## config.mk

```make
export PLATFORM = sky130hd
export DESIGN_NAME = eckf_divsqrt
export DESIGN_NICKNAME = d
export VERILOG_FILES = /design/src/rtl/assert_macros.svh /design/src/rtl/eckf_pkg.sv /design/src/rtl/eckf_divsqrt.sv
export SDC_FILE = /design/constraint.sdc
export NUM_CORES = 1
export LEC_CHECK = 0
export BUFFER_PORTS_ARGS = -buffer_cell sky130_fd_sc_hd__buf_4
export CAP_MARGIN = 0
export CORE_MARGIN = 2
export CORE_UTILIZATION = 50
export DETAILED_ROUTE_END_ITERATION = 12
export GPL_TIMING_DRIVEN = 1
export PLACE_DENSITY_LB_ADDON = 0.1
export SLEW_MARGIN = 10
export SYNTH_ARGS = -nofsm -noshare
export SYNTH_HDL_FRONTEND = slang
export SYNTH_SLANG_ARGS = --single-unit
```

## constraint.sdc

```tcl
create_clock -name clk -period 3 [get_ports clk]
set_input_delay 0.3 -clock clk [delete_from_list [all_inputs] [get_ports clk]]
set_output_delay 0.3 -clock clk [all_outputs]
set_load 0.03 [all_outputs]
```

## src/rtl/assert_macros.svh

```systemverilog
// Assertion helpers; empty when SYNTHESIS is defined.
`ifndef ASSERT_MACROS_SVH
`define ASSERT_MACROS_SVH
`ifndef SYNTHESIS
`define AST_IMPL(label, clk, rst_n, ante, cons) \
    label: assert property (@(posedge clk) disable iff (!rst_n) (ante) |-> (cons)) \
    else $error("assertion failed");
`define AST_NEXT(label, clk, rst_n, ante, cons) \
    label: assert property (@(posedge clk) disable iff (!rst_n) (ante) |=> (cons)) \
    else $error("assertion failed");
`else
`define AST_IMPL(label, clk, rst_n, ante, cons)
`define AST_NEXT(label, clk, rst_n, ante, cons)
`endif
`endif

```

## src/rtl/eckf_pkg.sv

```systemverilog
package eckf_pkg;
    localparam int MAP_SIDE = 256;
    localparam int SIDE_W = $clog2(MAP_SIDE);
    localparam int IDX_W = 2 * SIDE_W;
    localparam int CELLS = MAP_SIDE * MAP_SIDE;

    typedef enum logic [2:0] {
        OC_OUTSIDE = 3'd0,
        OC_INIT    = 3'd1,
        OC_IGNORE  = 3'd2,
        OC_RAISE   = 3'd3,
        OC_INFLATE = 3'd4,
        OC_FUSE    = 3'd5
    } outcome_t;

    typedef enum logic [2:0] {
        REG_GATE    = 3'd0,
        REG_WINDOW  = 3'd1,
        REG_ALPHA   = 3'd2,
        REG_NOISE   = 3'd3,
        REG_FLOOR   = 3'd4,
        REG_CEILING = 3'd5
    } reg_idx_t;

    // one cell as held in memory
    typedef struct packed {
        logic        valid;
        logic        time_known;
        logic [31:0] height;
        logic [31:0] var_q;
        logic [23:0] color;
        logic [31:0] scan_time;
        logic [31:0] wall_time;
    } cell_t;

    typedef struct packed {
        logic        valid;
        logic [31:0] low;
        logic [31:0] sx;
        logic [31:0] sy;
        logic [31:0] sz;
    } lowest_t;

    // long-op unit control
    typedef struct packed {
        logic        start;
        logic        is_sqrt;
        logic [63:0] num;
        logic [32:0] den;
    } divreq_t;

    typedef struct packed {
        logic        done;
        logic [63:0] quo;
    } divrsp_t;

    function automatic logic [31:0] clamp_var(input logic [33:0] v,
                                              input logic [31:0] lo,
                                              input logic [31:0] hi);
        logic [31:0] r;
        if (v < {2'b0, lo}) r = lo;
        else if (v > {2'b0, hi}) r = hi;
        else r = v[31:0];
        return r;
    endfunction
endpackage

```

## src/rtl/eckf_divsqrt.sv

```systemverilog
// Restoring divider (64/33) and integer square root (64 bit), one bit per cycle.
module eckf_divsqrt (
    input  logic            clk,
    input  logic            rst_n,
    input  eckf_pkg::divreq_t req,
    output eckf_pkg::divrsp_t rsp
);
    import eckf_pkg::*;

    logic        busy_reg, busy_next;
    logic        sq_reg, sq_next;
    logic [6:0]  cnt_reg, cnt_next;
    logic [63:0] num_reg, num_next;
    logic [32:0] den_reg, den_next;
    logic [65:0] rem_reg, rem_next;
    logic [63:0] quo_reg, quo_next;
    logic        done_reg, done_next;
    logic [65:0] trial;
    logic [65:0] rem_sh;

    always_comb
    begin
        busy_next = busy_reg;
        sq_next   = sq_reg;
        cnt_next  = cnt_reg;
        num_next  = num_reg;
        den_next  = den_reg;
        rem_next  = rem_reg;
        quo_next  = quo_reg;
        done_next = 1'b0;
        trial     = '0;
        rem_sh    = '0;
        if (req.start)
        begin
            busy_next = 1'b1;
            sq_next   = req.is_sqrt;
            num_next  = req.num;
            den_next  = req.den;
            rem_next  = '0;
            quo_next  = '0;
            cnt_next  = sq_next ? 7'd32 : 7'd64;
        end
        else if (busy_reg)
        begin
            if (sq_reg)
            begin
                // two bits of radicand per step
                rem_sh   = {rem_reg[63:0], num_reg[63:62]};
                trial    = {quo_reg[63:0], 2'b01};
                num_next = {num_reg[61:0], 2'b00};
                if (rem_sh >= trial)
                begin
                    rem_next = rem_sh - trial;
                    quo_next = {quo_reg[62:0], 1'b1};
                end
                else
                begin
                    rem_next = rem_sh;
                    quo_next = {quo_reg[62:0], 1'b0};
                end
            end
            else
            begin
                rem_sh   = {rem_reg[64:0], num_reg[63]};
                trial    = {33'b0, den_reg};
                num_next = {num_reg[62:0], 1'b0};
                if (rem_sh >= trial)
                begin
                    rem_next = rem_sh - trial;
                    quo_next = {quo_reg[62:0], 1'b1};
                end
                else
                begin
                    rem_next = rem_sh;
                    quo_next = {quo_reg[62:0], 1'b0};
                end
            end
            cnt_next = cnt_reg - 7'd1;
            if (cnt_reg == 7'd1)
            begin
                busy_next = 1'b0;
                done_next = 1'b1;
            end
        end
    end

    always_ff @(posedge clk or negedge rst_n)
    begin
        if (!rst_n)
        begin
            busy_reg <= 1'b0;
            done_reg <= 1'b0;
            cnt_reg  <= '0;
        end
        else
        begin
            busy_reg <= busy_next;
            done_reg <= done_next;
            cnt_reg  <= cnt_next;
        end
    end

    always_ff @(posedge clk)
    begin
        sq_reg  <= sq_next;
        num_reg <= num_next;
        den_reg <= den_next;
        rem_reg <= rem_next;
        quo_reg <= quo_next;
    end

    assign rsp.done = done_reg;
    assign rsp.quo  = quo_reg;
endmodule

```

==> impl_metrics.env <==
export IMPL_status="complete, but fails checks"
export IMPL_violations="setup timing"
export IMPL_r2r_slack_ns=-0.38
export IMPL_die_area_um2=36100
export IMPL_r2r_end="rem_reg[27]"
export IMPL_num_vias=18400
export IMPL_grtUsageMet2=0.559
export IMPL_clk_pin_slew_ns=0.06
export IMPL_end_kind="register"
export IMPL_cp_top_family="compound AO/OA/AOI/OAI gates"
export IMPL_totalWireLength_mm=61.1
export IMPL_start_kind="register"
export IMPL_tightest_slew_ns=0.800
export IMPL_synth_compound_area_frac=0.220
export IMPL_critPathRequiredTime_ns=3.48
export IMPL_timing_hold_violations_final=0
export IMPL_cap_violations=0
export IMPL_reg2reg_depth=18
export IMPL_swShare=0.442
export IMPL_cts_tree="yes"
export IMPL_cp_cell_sequence="inv_4 > ha_4 > buf_6 > nand3_4 > o21bai_4 > a211oi_4 > o21ai_2 > o211ai_1 > buf_4 > a21boi_4 > o31ai_4 > a31oi_4 > buf_6 > buf_12 > buf_16 > nand2_4 > o211ai_1 > a32o_1"
export IMPL_synth_enable_flop_cells=98
export IMPL_grt_max_degree=129
export IMPL_cts_made_buffers=29
export IMPL_dp_cells=3073
export IMPL_grt_met1_usage=0.410
export IMPL_place_hpwl_mm=42.9
export IMPL_min_from="req[80]"
export IMPL_root_buffer="clkbuf_16"
export IMPL_firstDrtPassIters=6
export IMPL_avgRoutedWirePerCell_um=18.8
export IMPL_rsz0062_at_grt="yes"
export IMPL_ys_seq_area_frac=0.332
export IMPL_slowest_delay_ns=0.36
export IMPL_path_max_fanout=5
export IMPL_pin_count=166
export IMPL_fin_crit_sh=1.13
export IMPL_overflow=0
export IMPL_avgSynthCellArea_um2=8.20
export IMPL_slew_violations=0
export IMPL_hold_class="in2reg"
export IMPL_floorplan_rows=68
export IMPL_die_w_um=190
export IMPL_final_common_cell="buf_4"
export IMPL_synth_xor_area_share=0.0623
export IMPL_slew_headroom=0.467
export IMPL_final_cell_mix="buf_4 (654), nand2_1 (222), nor2_1 (179)"
export IMPL_p_per_area_nw_per_um2=1210
export IMPL_skew_ns=0.0153
export IMPL_track_usage=0.326
export IMPL_post_synth_num_cell_types=89
export IMPL_synth_area_um2=17300
export IMPL_synth_top_family_by_area="compound AO/OA/AOI/OAI gates"
export IMPL_min_path_cells=3
export IMPL_nets=2972
export IMPL_p_clk_frac=0.110
export IMPL_die_h_um=190
export IMPL_area_delta_synth_final_pct=47.9
export IMPL_synthAdderAreaFrac=0.0742
export IMPL_async_reset_ff_frac=0.0381
export IMPL_p_leak_nw=11.8
export IMPL_p_switching_mw=13.6
export IMPL_start_util=0.504
export IMPL_clock_path_buffers=3
export IMPL_cts_sinks=236
export IMPL_setup_viol=66
export IMPL_yosys_mux_area_fraction=0.0807
export IMPL_grt_busiest_layer="met2"
export IMPL_cp_num_buf_inv=6
export IMPL_dr_first_iter_drc_count=1234
export IMPL_synth_seq_cells=236
export IMPL_crit_type="reg2reg"
export IMPL_h_tree_depth=1
export IMPL_core_area_um2=34300
export IMPL_worst_slack_ns=-0.383
export IMPL_ant_nets=0
export IMPL_holdPathEnd="num_reg[47]"
export IMPL_ir_drop_mv=0.895
export IMPL_drc=0
export IMPL_intPower_mw=17.3
export IMPL_p_total_mw=30.9
export IMPL_drive_gt1_frac=0.347
export IMPL_max_freq_ghz=0.296
export IMPL_antenna_found_initial=1
export IMPL_pre_cts_slack_ns=-0.465
export IMPL_final_core_util=0.746
export IMPL_combPwrFrac=0.743
export IMPL_clk_latency_ns=0.59
export IMPL_fin_crit_ns=3.38
export IMPL_cp_data_arrival_time_ns=3.86
export IMPL_grt_pass1_wl_mm=94.2
export IMPL_ys_flop_type="dfxtp_1"
export IMPL_grt_met3_usage=0.0470
export IMPL_first_global_vias=18000
export IMPL_slowest_stage="dfxtp_4"
export IMPL_synth_warnings=0
export IMPL_layoutNonFillerInstCount=3248
export IMPL_synth_cells=2108
export IMPL_viasPerCell=5.67
export IMPL_r2r_start="quo_reg[1]"
export IMPL_largest_reg_flops=65
export IMPL_synthSimpleGateAreaFrac=0.171
export IMPL_syn_num_nets=2311
export IMPL_numPortBuffers=165
export IMPL_gp_routability_congestion=0.943
export IMPL_power_frac_seq=0.147
[routing by layer]
layer  vias to the layer above  share of wire  routed length [um]
met5                         -              0                   0
met4                         0          0.042                2580
met3                       165          0.057                3500
met2                       614           0.48               29400
met1                      8689           0.42               25600
li1                       8942              -                   -
[worst max-delay path by stage]
| stage | start | to | slack [ns] | depth (start not counted) |
|---|---|---|---|---|
| floorplan | rem_reg[50] | rem_reg[41] | -0.11 | 12 |
| global placement | quo_reg[1] | rem_reg[1] | -0.40 | 16 |
| detailed placement | quo_reg[1] | rem_reg[1] | -0.47 | 16 |
| CTS | quo_reg[1] | rem_reg[52] | -0.34 | 17 |
| global route | quo_reg[1] | rem_reg[27] | -0.49 | 18 |
| finish | quo_reg[1] | rem_reg[27] | -0.38 | 18 |
[stage by stage]
| step | setup TNS [ns] | cell area (um2) | hold slack, ns |
|---|---|---|---|
| after CTS | -17.61 | 25200 | 0.000163 |
| after global placement | -15.27 | 22700 | 0.129 |
| after global routing | -26.28 | 25600 | 0.0121 |
| final | -19.58 | 25600 | 0.0118 |
| after floorplan | -0.925 | 17900 | 0.00441 |
| after detailed placement | -17.35 | 22700 | 0.130 |
[final cells by class]
cell class,instances,area (um2)
multi-input cells,1604,11500
diodes,1,2.50
clock inverters,14,111
inverters,140,528
well taps,455,569
fillers,2550,8710
flip-flops and latches,236,5860
clock buffers,40,797
repair buffers,758,6210
[synthesized netlist by cell type, drive strengths merged (6+ instances only)]
| cell | n | area, um2 |
|---|---|---|
| a21o | 33 | 248 |
| and2 | 6 | 40.0 |
| nand4 | 38 | 238 |
| o221ai | 13 | 114 |
| nand2 | 243 | 912 |
| a32o | 12 | 120 |
| clkbuf | 107 | 402 |
| o21a | 13 | 97.6 |
| a221o | 10 | 100 |
| o32ai | 13 | 114 |
| a21oi | 148 | 744 |
| and3 | 10 | 62.6 |
| ha | 101 | 1260 |
| o211ai | 34 | 255 |
| nor2b | 12 | 75.1 |
| dfrtp | 9 | 225 |
| xor2 | 53 | 464 |
| or3 | 12 | 80.1 |
| o21ai | 181 | 906 |
| edfxtp | 98 | 2940 |
| o21bai | 27 | 203 |
| mux2i | 135 | 1350 |
| a211oi | 32 | 240 |
| or4 | 6 | 52.6 |
| nand3 | 31 | 155 |
| nor3 | 32 | 176 |
| inv | 139 | 522 |
| nor4 | 16 | 121 |
| a21boi | 8 | 60.1 |
| dfxtp | 129 | 2580 |
| xnor2 | 70 | 613 |
| nor2 | 193 | 732 |
| a31oi | 26 | 178 |
| o31ai | 6 | 50.1 |
| buf | 21 | 100 |
| nand2b | 20 | 125 |
[logic make-up after synthesis]
logic type	Yosys count
AO/OA/AOI/OAI	599
multiplexers	139
AND/OR/NAND/NOR	641
buffers and inverters	268
XOR/XNOR	123
adder cells (fa/ha/maj)	102
flip-flops	236
[power by group through the flow]
stage	sequential (mW)	combinational, mW	clock, mW
after CTS	4.50	21.4	3.45
after global placement	4.51	17.9	0
after detailed placement	4.53	18.1	0
after floorplan	4.57	10.7	0
final	4.53	23.0	3.40
after global routing	4.57	24.5	3.57
[worst min-delay path, cell delays in order]
cell     delay, ns
buf_4         0.08
nand2_1       0.04
o21ai_0       0.06
[timing repair]
action | CTS | global route
cloned | 5 | 3
resized for setup | 121 | 72
setup buffers | 37 | 11
hold buffers | 68 | 0
setup endpoints to repair | 66 | 66
pin swaps | 87 | 59
hold endpoints to repair | 78 | 0
(Power assumes the default switching activity.)
